**src/hw/rtl/fp7seg_pkg.sv**
```systemverilog
`default_nettype none

package fp7seg_pkg;

  localparam int unsigned MagW       = 24;
  localparam int unsigned NumPow     = 7;
  localparam int unsigned NumDigit   = 10;
  localparam logic [31:0] MaxShown   = 32'd9999999;
  localparam logic [7:0]  SegDp      = 8'h80;
  localparam logic [7:0]  SegMinus   = 8'h01;
  localparam logic [7:0]  SegBlank   = 8'h00;
  localparam logic [2:0]  PosSign    = 3'd0;
  localparam logic [2:0]  PosPoint   = 3'd3;
  localparam logic [2:0]  PosLast    = 3'd7;

  // One classified reading as it travels from the front end to the back end.
  typedef struct packed {
    logic            negative;
    logic            overflow;
    logic [MagW-1:0] magnitude;
  } item_t;

  // thresh_t[e][k] holds k * 10^e.
  typedef logic [NumPow-1:0][NumDigit-1:0][MagW-1:0] thresh_t;

  function automatic thresh_t build_thresh();
    thresh_t     t;
    int unsigned p;
    p = 1;
    for (int e = 0; e < NumPow; e++) begin
      for (int k = 0; k < NumDigit; k++) begin
        t[e][k] = MagW'(p * k);
      end
      p = p * 10;
    end
    return t;
  endfunction

  localparam thresh_t Thresh = build_thresh();

  function automatic logic [7:0] seg_of(input logic [3:0] d);
    logic [7:0] s;
    case (d)
      4'd0:    s = 8'h7E;
      4'd1:    s = 8'h30;
      4'd2:    s = 8'h6D;
      4'd3:    s = 8'h79;
      4'd4:    s = 8'h33;
      4'd5:    s = 8'h5B;
      4'd6:    s = 8'h5F;
      4'd7:    s = 8'h70;
      4'd8:    s = 8'h7F;
      4'd9:    s = 8'h7B;
      default: s = SegBlank;
    endcase
    return s;
  endfunction

endpackage

`default_nettype wire

```
**src/hw/rtl/fp7seg_front.sv**
```systemverilog
`default_nettype none

module fp7seg_front (
  input  wire logic [31:0]       reading,
  output fp7seg_pkg::item_t      item
);
  import fp7seg_pkg::*;

  logic [31:0] mag;
  logic        ovf;

  // Two's complement negate; the most negative reading wraps to 2^31,
  // which still saturates below.
  assign mag = reading[31] ? (~reading + 32'd1) : reading;
  assign ovf = (mag > MaxShown);

  always_comb begin
    item.negative  = reading[31];
    item.overflow  = ovf;
    item.magnitude = ovf ? MaxShown[MagW-1:0] : mag[MagW-1:0];
  end

endmodule

`default_nettype wire

```
**src/hw/rtl/fp7seg_queue.sv**
```systemverilog
`default_nettype none

module fp7seg_queue (
  input  wire logic              clk,
  input  wire logic              rst_n,
  input  wire logic              push,
  input  wire fp7seg_pkg::item_t push_item,
  output logic                   full,
  input  wire logic              pop,
  output logic                   avail,
  output fp7seg_pkg::item_t      head
);
  import fp7seg_pkg::*;

  item_t       slot_r [2];
  logic        wr_ptr_r, wr_ptr_nxt;
  logic        rd_ptr_r, rd_ptr_nxt;
  logic [1:0]  count_r, count_nxt;
  logic        do_push, do_pop;

  assign full    = (count_r == 2'd2);
  assign avail   = (count_r != 2'd0);
  assign head    = slot_r[rd_ptr_r];
  assign do_push = push && !full;
  assign do_pop  = pop && avail;

  always_comb begin
    wr_ptr_nxt = do_push ? ~wr_ptr_r : wr_ptr_r;
    rd_ptr_nxt = do_pop ? ~rd_ptr_r : rd_ptr_r;
    count_nxt  = count_r;
    if (do_push && !do_pop) begin
      count_nxt = count_r + 2'd1;
    end else if (do_pop && !do_push) begin
      count_nxt = count_r - 2'd1;
    end
  end

  always_ff @(posedge clk) begin
    if (!rst_n) begin
      wr_ptr_r <= 1'b0;
      rd_ptr_r <= 1'b0;
      count_r  <= 2'd0;
    end else begin
      wr_ptr_r <= wr_ptr_nxt;
      rd_ptr_r <= rd_ptr_nxt;
      count_r  <= count_nxt;
    end
  end

  always_ff @(posedge clk) begin
    if (do_push) begin
      slot_r[wr_ptr_r] <= push_item;
    end
  end

endmodule

`default_nettype wire

```
**src/hw/rtl/fp7seg_back.sv**
```systemverilog
`default_nettype none

module fp7seg_back (
  input  wire logic              clk,
  input  wire logic              rst_n,
  input  wire logic              q_avail,
  input  wire fp7seg_pkg::item_t q_head,
  output logic                   q_pop,
  output logic                   out_valid,
  input  wire logic              out_ready,
  output logic [3:0]             out_digit_address,
  output logic [7:0]             out_segments,
  output logic                   out_last,
  output logic                   out_overflow
);
  import fp7seg_pkg::*;

  logic            busy_r, busy_nxt;
  logic [2:0]      pos_r, pos_nxt;
  logic [MagW-1:0] rem_r, rem_nxt;
  logic            neg_r, neg_nxt;
  logic            ovf_r, ovf_nxt;
  logic            nz_r, nz_nxt;

  logic            ov_r, ov_nxt;
  logic [3:0]      addr_r, addr_nxt;
  logic [7:0]      seg_r, seg_nxt;
  logic            last_r, last_nxt;
  logic            oflag_r, oflag_nxt;

  logic            advance;
  logic [2:0]      expo;
  logic [3:0]      digit;
  logic [7:0]      seg_cur;
  logic            load;

  assign advance = busy_r && (!ov_r || out_ready);
  assign load    = q_avail && (!busy_r || (advance && pos_r == PosLast));
  assign q_pop   = load;

  // Most significant digit first: position 1 carries 10^6, position 7 carries 10^0.
  assign expo = (pos_r == PosSign) ? 3'd0 : 3'(PosLast - pos_r);

  always_comb begin
    digit = 4'd0;
    for (int k = 1; k < NumDigit; k++) begin
      if (rem_r >= Thresh[expo][k]) begin
        digit = 4'(k);
      end
    end
  end

  always_comb begin
    if (pos_r == PosSign) begin
      seg_cur = neg_r ? SegMinus : SegBlank;
    end else if (pos_r < PosPoint && digit == 4'd0 && !nz_r) begin
      seg_cur = SegBlank;
    end else begin
      seg_cur = seg_of(digit);
    end
    if (pos_r == PosPoint) begin
      seg_cur = seg_cur | SegDp;
    end
  end

  always_comb begin
    busy_nxt  = busy_r;
    pos_nxt   = pos_r;
    rem_nxt   = rem_r;
    neg_nxt   = neg_r;
    ovf_nxt   = ovf_r;
    nz_nxt    = nz_r;
    ov_nxt    = ov_r && !out_ready;
    addr_nxt  = addr_r;
    seg_nxt   = seg_r;
    last_nxt  = last_r;
    oflag_nxt = oflag_r;
    if (advance) begin
      ov_nxt    = 1'b1;
      addr_nxt  = 4'd8 - {1'b0, pos_r};
      seg_nxt   = seg_cur;
      last_nxt  = (pos_r == PosLast);
      oflag_nxt = ovf_r;
      pos_nxt   = pos_r + 3'd1;
      if (pos_r != PosSign) begin
        rem_nxt = rem_r - Thresh[expo][digit];
        nz_nxt  = nz_r || (digit != 4'd0);
      end
      if (pos_r == PosLast) begin
        busy_nxt = 1'b0;
      end
    end
    if (load) begin
      busy_nxt = 1'b1;
      pos_nxt  = PosSign;
      rem_nxt  = q_head.magnitude;
      neg_nxt  = q_head.negative;
      ovf_nxt  = q_head.overflow;
      nz_nxt   = 1'b0;
    end
  end

  always_ff @(posedge clk) begin
    if (!rst_n) begin
      busy_r <= 1'b0;
      ov_r   <= 1'b0;
    end else begin
      busy_r <= busy_nxt;
      ov_r   <= ov_nxt;
    end
  end

  always_ff @(posedge clk) begin
    pos_r   <= pos_nxt;
    rem_r   <= rem_nxt;
    neg_r   <= neg_nxt;
    ovf_r   <= ovf_nxt;
    nz_r    <= nz_nxt;
    addr_r  <= addr_nxt;
    seg_r   <= seg_nxt;
    last_r  <= last_nxt;
    oflag_r <= oflag_nxt;
  end

  assign out_valid         = ov_r;
  assign out_digit_address = addr_r;
  assign out_segments      = seg_r;
  assign out_last          = last_r;
  assign out_overflow      = oflag_r;

endmodule

`default_nettype wire

```
**src/hw/rtl/fixed_point_to_seven_segment_writes_unit.sv**
```systemverilog
`default_nettype none

// Turns one signed reading, scaled by 10000, into eight digit-register writes
// for an 8-digit seven-segment driver, addressed 8 down to 1 with out_last on
// the write to register 1. The leftmost position carries a minus sign or a
// blank, the decimal point sits on the fourth position, magnitudes below 10000
// read as "  0.dddd", and magnitudes above 9999999 saturate to 9999999 with
// out_overflow set on all eight writes. Every reading takes eight output
// transfers, one per cycle when out_ready stays high, as the digit sequencer
// in the back end produces one digit per cycle unless out_ready holds it off.
// A two-entry queue sits between the front end and the back end, so up to two
// classified readings can wait behind the one being written out; in_ready
// drops only while both queue entries are occupied.

module fixed_point_to_seven_segment_writes_unit (
  input  wire logic        clk,
  input  wire logic        rst_n,
  input  wire logic        in_valid,
  output logic             in_ready,
  input  wire logic [31:0] in_reading,
  output logic             out_valid,
  input  wire logic        out_ready,
  output logic [3:0]       out_digit_address,
  output logic [7:0]       out_segments,
  output logic             out_last,
  output logic             out_overflow
);
  import fp7seg_pkg::*;

  item_t front_item;
  item_t q_head;
  logic  q_full;
  logic  q_avail;
  logic  q_pop;

  // Front end: sign, magnitude and saturation of the incoming reading.
  fp7seg_front u_front (
    .reading (in_reading),
    .item    (front_item)
  );

  // A reading is taken whenever the queue has room.
  assign in_ready = !q_full;

  fp7seg_queue u_queue (
    .clk       (clk),
    .rst_n     (rst_n),
    .push      (in_valid),
    .push_item (front_item),
    .full      (q_full),
    .pop       (q_pop),
    .avail     (q_avail),
    .head      (q_head)
  );

  // Back end: one digit per cycle unless stalled by out_ready, most significant
  // first, into the output register; a queued reading loads in the same cycle
  // the last write of the current one enters it, so writes flow without gaps.
  fp7seg_back u_back (
    .clk               (clk),
    .rst_n             (rst_n),
    .q_avail           (q_avail),
    .q_head            (q_head),
    .q_pop             (q_pop),
    .out_valid         (out_valid),
    .out_ready         (out_ready),
    .out_digit_address (out_digit_address),
    .out_segments      (out_segments),
    .out_last          (out_last),
    .out_overflow      (out_overflow)
  );

endmodule

`default_nettype wire

```
**config.mk**
```make
export PLATFORM = sky130hd
export DESIGN_NAME = fixed_point_to_seven_segment_writes_unit
export DESIGN_NICKNAME = d
export VERILOG_FILES = /design/src/hw/rtl/fp7seg_pkg.sv /design/src/hw/rtl/fp7seg_front.sv /design/src/hw/rtl/fp7seg_queue.sv /design/src/hw/rtl/fp7seg_back.sv /design/src/hw/rtl/fixed_point_to_seven_segment_writes_unit.sv
export SDC_FILE = /design/constraint.sdc
export NUM_CORES = 1
export LEC_CHECK = 0
export ABC_CLOCK_PERIOD_IN_PS = 19700
export BUFFER_PORTS_ARGS = -buffer_cell sky130_fd_sc_hd__buf_2
export CAP_MARGIN = 10
export CORE_MARGIN = 5
export CORE_UTILIZATION = 58
export CTS_CLUSTER_SIZE = 20
export DETAILED_ROUTE_END_ITERATION = 7
export PLACE_DENSITY = 0.81
export SYNTH_ARGS = -nofsm -noshare
export SYNTH_HDL_FRONTEND = slang
export SYNTH_SLANG_ARGS = --single-unit
```
**constraint.sdc**
```tcl
create_clock -name clk -period 19.7 [get_ports clk]
set_input_delay 0 -clock clk [delete_from_list [all_inputs] [get_ports clk]]
set_output_delay 0 -clock clk [all_outputs]
set_load 0.005 [all_outputs]
```
==> results by group, run 1 <==
Run status
  – Run status: complete, no violations

Flow run
  – Max-cap violations: 0

Placement
  – Number of I/O port buffers: 51
  – RD Place Congestion: between 1 and 1.5
  – Detail Placement HPWL: about 27 mm

Global route
  – First-pass GRT wire length: roughly 55 mm
  – Largest net degree at the start of global routing: 48
  – Vias in the first global route: 10019
  – Gr ovfl total: 0
  – Antenna violations before repair: 0
  – GR Util All Layers: 32.2%

Setup path
  – Kind of end point of the critical path: register
  – CP bufs+invs: 5
  – Cell at the slowest stage of the critical path: nor2_1
  – Top cell family by delay on the critical path: compound AO/OA/AOI/OAI gates
  – Worst setup path category: register to register
  – Endpoint of the worst-slack reg-to-reg timing path: u_back.rem_r[23]
  – Crit start category: register
  – Delay contributed by the slowest stage of the critical path: about 0.8 ns
  – Critical path required time: 19.76 ns
  – Flop2flop setup slack: roughly 9.3 ns
  – Arrival time at the worst endpoint: 10.49 ns
  – Peak fanout along the critical path: 23
  – Cell depth of the worst flop-to-flop path: 31
  – Startpoint of the worst register-to-register path: u_back.pos_r[0]

Synth
  – Adder-cell share of the synthesized area: 19.3%
  – Cell area after synthesis: 10900 µm²
  – Distinct cell type count after synthesis: 92
  – Area share of the largest cell type after synthesis: 25.3%
  – Synthesized area divided by synthesized cell count: 8.71 µm²
  – Count of flip-flops with a built-in enable after synthesis: 92
  – Share of synthesized cell area in and, or, nand and nor gates: around a fifth
  – Portion of the post-synthesis area used by sequential elements: 27.3%
  – Share of flip-flops with an asynchronous set or reset: 0%
  – Most common library cells after synthesis: 167 x ha_1, 113 x nor2_1, 108 x a21oi_1
  – Number of storage elements in the synthesis netlist: 103
  – Total nets after synthesis: 1458
  – Largest family of logic cells by synthesized area: compound AO/OA/AOI/OAI gates
  – Post-synth top flop: edfxtp_1
  – Number of cells produced by synthesis: ~1300
  – Synth warnings: 0
  – Top post-synthesis cells by area: edfxtp_1 25%, ha_1 19%, a21oi_1 5.0%
  – Multiplexer share of the synthesized area: 2.82%
  – Xor and xnor fraction of the mapped netlist area: 3.61%
  – Compound-cell area share of the yosys netlist: about a quarter
  – Most numerous cell in the Yosys netlist: ha_1
  – Synth area leader: edfxtp_1

STA
  – Final setup TNS: 0 ns
  – Final-report max-slew violation count: 0
  – RSZ-0062 raised after global routing: no
  – Portion of the clock cycle consumed by the worst path in the final layout: 53.0%
  – Fmax: 95.8 MHz
  – Number of hold violations in the final report: 0
  – Clock skew: 0.0137 ns
  – Clock period minus final worst setup slack: 10.43 ns
  – Max-slew headroom at the worst pin: 28.1%
  – Final setup fails: 0
  – Tightest Pin Transition: 1.08 ns

Cells and area
  – Layout filler cell count: between 1500 and 2000
  – Fraction of final layout cells with drive strength greater than 1: between 8 and 9%
  – Antenna Diode Count: 0
  – Number of nets in the final layout: 1495
  – Synthesis-to-layout area growth: 7.19%

Detailed routing
  – Number of remaining DRC errors: 0
  – Via count of the routed design: 10469
  – Avg Vias per Cell: between 6 and 7
  – Total detailed-routing wirelength: about 35 mm
  – Number of design-rule violations left by the first detailed-router iteration: 1160
  – ANT nets after route: 0
  – First-pass iteration count of the detailed router: 8
  – Detailed-route wire length per cell: 23.2 µm

Floorplanning
  – Overall die height: 147 µm
  – Number of rows in the core area: 50
  – Number of I/O pins: 52
  – Core outline area: 18600 µm²
  – Initial Util: 58.6%
  – Area of the die: 21700 µm²
  – Width of the die: 147 µm

CTS
  – Clock tree from TritonCTS: done
  – Clk sink count: 103
  – Number of buffers added for setup after CTS: 0
  – Max Root-Sink Buffers: 2
  – Clock transition at path regs: approximately 0.080 ns
  – Total clock buffers created by CTS: 9
  – H-tree levels: 3
  – Clock insertion delay at the later pin of the skew report: 0.36 ns
  – Cell chosen for the clock root: clkbuf_16

Hold path
  – Worst min path class: input port to register
  – Worst Hold Depth: 3
  – Beginning of the worst hold path: in_reading[2]
  – Hold Crit Endpoint: u_queue.slot_r[0][2]
==> metrics by stage <==
step | utilization [%] | hold slack (ns) | area (µm²) | cells | setup slack (ns)
3_5_place_dp | 61.0 | 0.296 | 11400 | 1510 | 9.69
6_report | 62.8 | 0.0141 | 11700 | 1530 | 9.27
5_1_grt | 62.8 | 0.0379 | 11700 | 1530 | 8.86
2_1_floorplan | - | 0.0989 | 10900 | 1254 | 12.21
3_3_place_gp | 61.0 | 0.291 | 11400 | 1510 | 9.81
4_1_cts | 62.8 | 0.00900 | 11700 | 1530 | 9.61
==> kinds of logic after synthesis <==
group	after synthesis
buf+inv	91
compound gates	391
xor+xnor	45
fa+ha+maj	168
mux	30
simple gates	426
flops	103
==> worst max-delay path by stage <==
stage / to / start / depth (start not counted) / slack [ns]
2_1_floorplan: u_back.rem_r[23] / u_back.pos_r[0] / 32 / 12.21
3_3_place_gp: u_back.rem_r[23] / u_back.pos_r[0] / 31 / 9.81
3_5_place_dp: u_back.rem_r[23] / u_back.pos_r[0] / 31 / 9.69
4_1_cts: u_back.rem_r[23] / u_back.pos_r[0] / 31 / 9.61
5_1_grt: u_back.rem_r[22] / u_back.pos_r[0] / 32 / 8.86
6_report: u_back.rem_r[23] / u_back.pos_r[0] / 31 / 9.27
==> metal layers <==
layer  GRT usage [%]  routed length, µm  part of all wire (%)
met1            42.2              14600                    41
met2            53.8              16400                    46
met3            3.98               2890                   8.1
met4            14.0               1670                   4.7
met5               0                  0                     0
==> worst min-delay path: cells and delay by family <==
kind | cells | cell delay, ns
and+or+nand+nor | 1 | 0.08
xor gates and xnor gates | 1 | 0.07
buffers and inverters | 1 | 0.11
==> flip-flops by register name, summed over array words and instances, names as in the netlist, named ones only <==
name / flops
u_queue.count_r: 2
u_back.out_segments: 8
u_back.out_valid: 1
u_queue.wr_ptr_r: 1
u_back.out_digit_address: 4
u_back.rem_r: 24
u_back.out_overflow: 1
u_queue.rd_ptr_r: 1
u_back.nz_r: 1
u_back.pos_r: 3
u_back.neg_r: 1
u_back.ovf_r: 1
u_back.busy_r: 1
u_back.out_last: 1
u_queue.slot_r: 52
==> placed cells by master, fill, tap and decap left out, types with 6 or more instances in the layout <==
master / count
o21a_1: 15
nor2b_1: 26
inv_1: 48
o211ai_1: 21
and3_1: 8
nor3b_1: 7
edfxtp_1: 92
dfxtp_1: 11
nand2b_1: 17
buf_4: 11
a31oi_1: 22
nand2_1: 103
and2_1: 12
o21ai_0: 62
xnor2_1: 19
xor2_1: 26
a211o_1: 13
nand3_1: 30
nor3_1: 38
nor2_1: 112
nand4_1: 16
mux2i_1: 24
nor4_1: 9
o22ai_1: 6
or3_1: 9
a21oi_1: 108
a21o_1: 23
clkbuf_16: 9
o31ai_1: 19
ha_1: 167
buf_2: 51
a211oi_1: 23
o21ai_1: 9
==> layout make-up <==
cell class / instances / area [µm²] / share of cell area (%)
Multi-Input combinational cell: 1060 / 7560 / 64.6
Tap cell: 234 / 293 / 2.50
Clock buffer: 9 / 225 / 1.92
Inverter: 51 / 194 / 1.66
Timing Repair Buffer: 66 / 378 / 3.23
Sequential cell: 103 / 2980 / 25.5
Clock inverter: 7 / 67.6 / 0.577
==> timing repair <==
item                                   in CTS  in global routing
endpoints found under the hold margin      11                  0
hold buffers                                4                  0
setup endpoints to repair                   0                  0
resized for setup                           0                  0
Power of run 1 is not shown: default switching activity piles up to over one toggle a cycle in this logic, so the estimate is an artifact.
==> run 2, diff against run 1 <==
--- a/config.mk
+++ b/config.mk
@@ -5,7 +5,8 @@
 export SDC_FILE = /design/constraint.sdc
 export NUM_CORES = 1
 export LEC_CHECK = 0
-export ABC_CLOCK_PERIOD_IN_PS = 19700
+export ABC_AREA = 1
+export ABC_CLOCK_PERIOD_IN_PS = 10600
 export BUFFER_PORTS_ARGS = -buffer_cell sky130_fd_sc_hd__buf_2
 export CAP_MARGIN = 10
 export CORE_MARGIN = 5
==> constraint.sdc (replaced) <==
create_clock -name clk -period 10.6 [get_ports clk]
set_input_delay 0 -clock clk [delete_from_list [all_inputs] [get_ports clk]]
set_output_delay 0 -clock clk [all_outputs]
set_load 0.005 [all_outputs]
==> run 2 against run 1 <==
First-iteration DRC count fell by 13%. Clock skew rose by 0.00090 ns. Die area rose by 0.73%. Register-to-register slack got worse by 7.4 ns. Critical path type unchanged.
==> results by group, run 2 <==
Detailed routing
  – Via count of the routed design: 10838 (+3.5%)
  – Avg Vias per Cell: 5.97 (-13%)
  – Top Metal Used: met4
  – Number of remaining DRC errors: 0 (unchanged)
  – Detailed-route wire length per cell: 17.9 µm (-23%)
  – Total detailed-routing wirelength: 32.6 mm (-8.3%)
  – Wire length on met2: 14.9 mm (-9.2%)
  – ANT nets after route: 0 (unchanged)
  – Number of design-rule violations left by the first detailed-router iteration: 1010 (-13%)
  – Met3 layer wire length in the routed design: 2.69 mm (-6.7%)
  – First-pass iteration count of the detailed router: 6 (-2)
  – Routed metal-1 wirelength: 13.2 mm (-9.7%)

Setup path
  – Peak fanout along the critical path: 31 (+35%)
  – Arrival time at the worst endpoint: 8.79 ns (-1.70 ns)
  – Cell at the slowest stage of the critical path: nand2_1
  – Delay contributed by the slowest stage of the critical path: 0.53 ns (-0.27 ns)
  – Crit path top cell by count: nand2_1
  – Worst setup path category: register to register
  – Critical path required time: 10.70 ns (-9.06 ns)
  – Setup crit start: u_back.pos_r[0]
  – Crit start category: register
  – Startpoint of the worst register-to-register path: u_back.pos_r[0]
  – Flop2flop setup slack: 1.91 ns (-7.35 ns)
  – Kind of end point of the critical path: register
  – Endpoint of the worst-slack reg-to-reg timing path: u_back.rem_r[22]
  – Cell depth of the worst flop-to-flop path: 43 (+39%)

STA
  – Max-slew headroom at the worst pin: 24.6% (-3.5 points)
  – Least setup slack across all paths after layout: 1.91 ns (-7.35 ns)
  – Clock skew: 0.0145 ns (+0.000898 ns)
  – Clock period minus final worst setup slack: 8.69 ns (-1.75 ns)
  – Worst hold margin: 0.0136 ns (-0.000479 ns)
  – Tightest Pin Transition: 1.12 ns (+0.0423 ns)
  – Portion of the clock cycle consumed by the worst path in the final layout: 81.9% (+29 points)
  – Final setup fails: 0 (unchanged)
  – Final setup TNS: 0 ns (unchanged)
  – RSZ-0062 raised after global routing: no
  – Fmax: 115 MHz (+20%)
  – Number of hold violations in the final report: 0 (unchanged)
  – Final-report max-slew violation count: 0 (unchanged)

Cells and area
  – Register name with the most flops: u_queue.slot_r
  – Layout filler cell count: 1711 (+3.3%)
  – Highest-count cells in the layout ignoring fill and taps: 387 x nand2_1, 167 x ha_1, 156 x inv_1, 156 x nor2_1, 153 x a21oi_1
  – Most common library cell in the layout ignoring fill and taps: nand2_1
  – Synthesis-to-layout area growth: 7.22% (about the same)
  – Final Non-Filler Cells: 1815 (+19%)
  – Fraction of final layout cells with drive strength greater than 1: 7.34% (-1.2 points)
  – Antenna Diode Count: 0 (unchanged)
  – Max reg flops: 52 (unchanged)
  – Number of nets in the final layout: 1780 (+19%)

Floorplanning
  – Number of I/O pins: 52 (unchanged)
  – Number of rows in the core area: 50 (unchanged)
  – Overall die height: 148 µm (+0.37%)
  – Width of the die: 148 µm (+0.37%)
  – Area of the die: 21800 µm² (+0.73%)
  – Initial Util: 58.8% (+0.27 points)
  – Core outline area: 18700 µm² (+0.34%)

Global route
  – Largest net degree at the start of global routing: 37 (-23%)
  – Gr ovfl total: 0 (unchanged)
  – GR Util All Layers: 29.4% (-2.8 points)
  – First-pass GRT wire length: 51.6 mm (-6.8%)
  – Antenna violations before repair: 0 (unchanged)
  – Vias in the first global route: 10213 (+1.9%)

Synth
  – Synth warnings: 0 (unchanged)
  – Most numerous cell in the Yosys netlist: nand2_1
  – Count of flip-flops with a built-in enable after synthesis: 92 (unchanged)
  – Distinct cell type count after synthesis: 56 (-39%)
  – Area share of the largest cell type after synthesis: 25.1% (-0.20 points)
  – Synthesized area divided by synthesized cell count: 7.15 µm² (-18%)
  – Post-synth top flop: edfxtp_1
  – Most common library cells after synthesis: 387 x nand2_1, 167 x ha_1, 158 x nor2_1
  – Total nets after synthesis: 1742 (+19%)
  – Top post-synthesis cells by area: edfxtp_1 25%, ha_1 19%, nand2_1 13%
  – Share of flip-flops with an asynchronous set or reset: 0% (unchanged)
  – Number of cells produced by synthesis: 1538 (+23%)
  – Cell area after synthesis: 11000 µm² (+0.79%)
  – Number of storage elements in the synthesis netlist: 103 (unchanged)
  – Synth area leader: edfxtp_1
  – Portion of the post-synthesis area used by sequential elements: 27.1% (-0.21 points)

Placement
  – Detail Placement HPWL: 25.5 mm (-7.0%)
  – Number of I/O port buffers: 51 (unchanged)
  – RD Place Congestion: 1.05 (-1.4%)
  – Setup slack at placement: 2.36 ns (-7.32 ns)
  – Post-placement cell count: 1797 (+19%)

Run status
  – Run status: complete, no violations

CTS
  – Max Root-Sink Buffers: 2 (unchanged)
  – Clock insertion delay at the later pin of the skew report: 0.36 ns (about the same)
  – H-tree levels: 3 (unchanged)
  – Clk sink count: 103 (unchanged)
  – Clock transition at path regs: 0.08 ns (about the same)
  – Number of buffers added for setup after CTS: 0 (unchanged)
  – Count of cells resized by post-cts repair: 0 (unchanged)
  – Clock tree from TritonCTS: done
  – Total clock buffers created by CTS: 9 (unchanged)
  – Cell chosen for the clock root: clkbuf_16

Hold path
  – Hold Crit Endpoint: u_queue.slot_r[0][0]
  – Worst min path class: input port to register
  – Beginning of the worst hold path: in_reading[0]
  – Worst Hold Depth: 3 (unchanged)

Flow run
  – Max-cap violations: 0 (unchanged)
-- run 2: cell types whose count changed after synthesis, moves of 13 or more --
cell,previous run,this run
nor2_1,113,158
nand3_1,30,70
o31ai_1,19,2
a21oi_1,108,154
nor2b_1,26,0
nand2b_1,17,1
inv_1,48,156
nor3_1,38,23
nand4_1,16,29
mux2i_1,24,0
nand2_1,103,387
a211oi_1,23,0
-- run 2: cells by family after synthesis --
logic type	Yosys count	synth area share (%)
and+or+nand+nor	713	27.3
DFF	103	27.1
xor gates and xnor gates	40	3.18
adders and majority gates	168	19.2
AOI/OAI and AO/OA	314	16.1
buffers and inverters	200	7.13
-- run 2: cell type report --
| cell class | count | area, µm² | share of cell area, % |
|---|---|---|---|
| Timing Repair Buffer | 60 | 328 | 2.78 |
| Sequential cell | 103 | 2980 | 25.3 |
| Multi-Input combinational cell | 1235 | 7250 | 61.4 |
| Clock inverter | 7 | 93.8 | 0.795 |
| Clock buffer | 9 | 225 | 1.91 |
| Tap cell | 234 | 293 | 2.48 |
| Inverter | 167 | 627 | 5.31 |
-- run 2: critical path: cells and delay by family, from the launching register on --
| kind | cells | cell delay [ns] |
|---|---|---|
| adders and majority gates | 5 | 1.65 |
| AOI/OAI and AO/OA | 8 | 1.34 |
| DFF | 1 | 0.48 |
| xor gates and xnor gates | 1 | 0.12 |
| buffers and inverters | 7 | 1.66 |
| and+or+nand+nor | 22 | 3.16 |
-- run 2: through the flow --
| stage | area [µm²] | util [%] |
|---|---|---|
| after global routing | 11800 | 63.1 |
| after global placement | 11500 | 61.3 |
| final | 11800 | 63.1 |
| after floorplan | 11000 | - |
| after CTS | 11800 | 63.1 |
| after detailed placement | 11500 | 61.3 |
-- run 2: layer usage --
metal  track usage, %  up-vias
li1                 -     5354
met1             36.8     4875
met2             48.7      493
met3             4.66      116
met4             16.3        0
met5                0        -
-- run 2: repair_timing --
item	4_1_cts	5_1_grt
hold endpoints to repair	7	0
hold buffers	2	0
setup endpoints to repair	0	0
-- run 2: worst max path at each step --
stage,end,slack (ns),cells past startpoint
after CTS,u_back.rem_r[23],2.31,44
final,u_back.rem_r[22],1.91,43
after global routing,u_back.rem_r[23],1.34,37
after floorplan,u_back.rem_r[22],4.25,40
after global placement,u_back.rem_r[23],2.47,44
after detailed placement,u_back.rem_r[23],2.36,44
Power of run 2 is left out for the same reason.
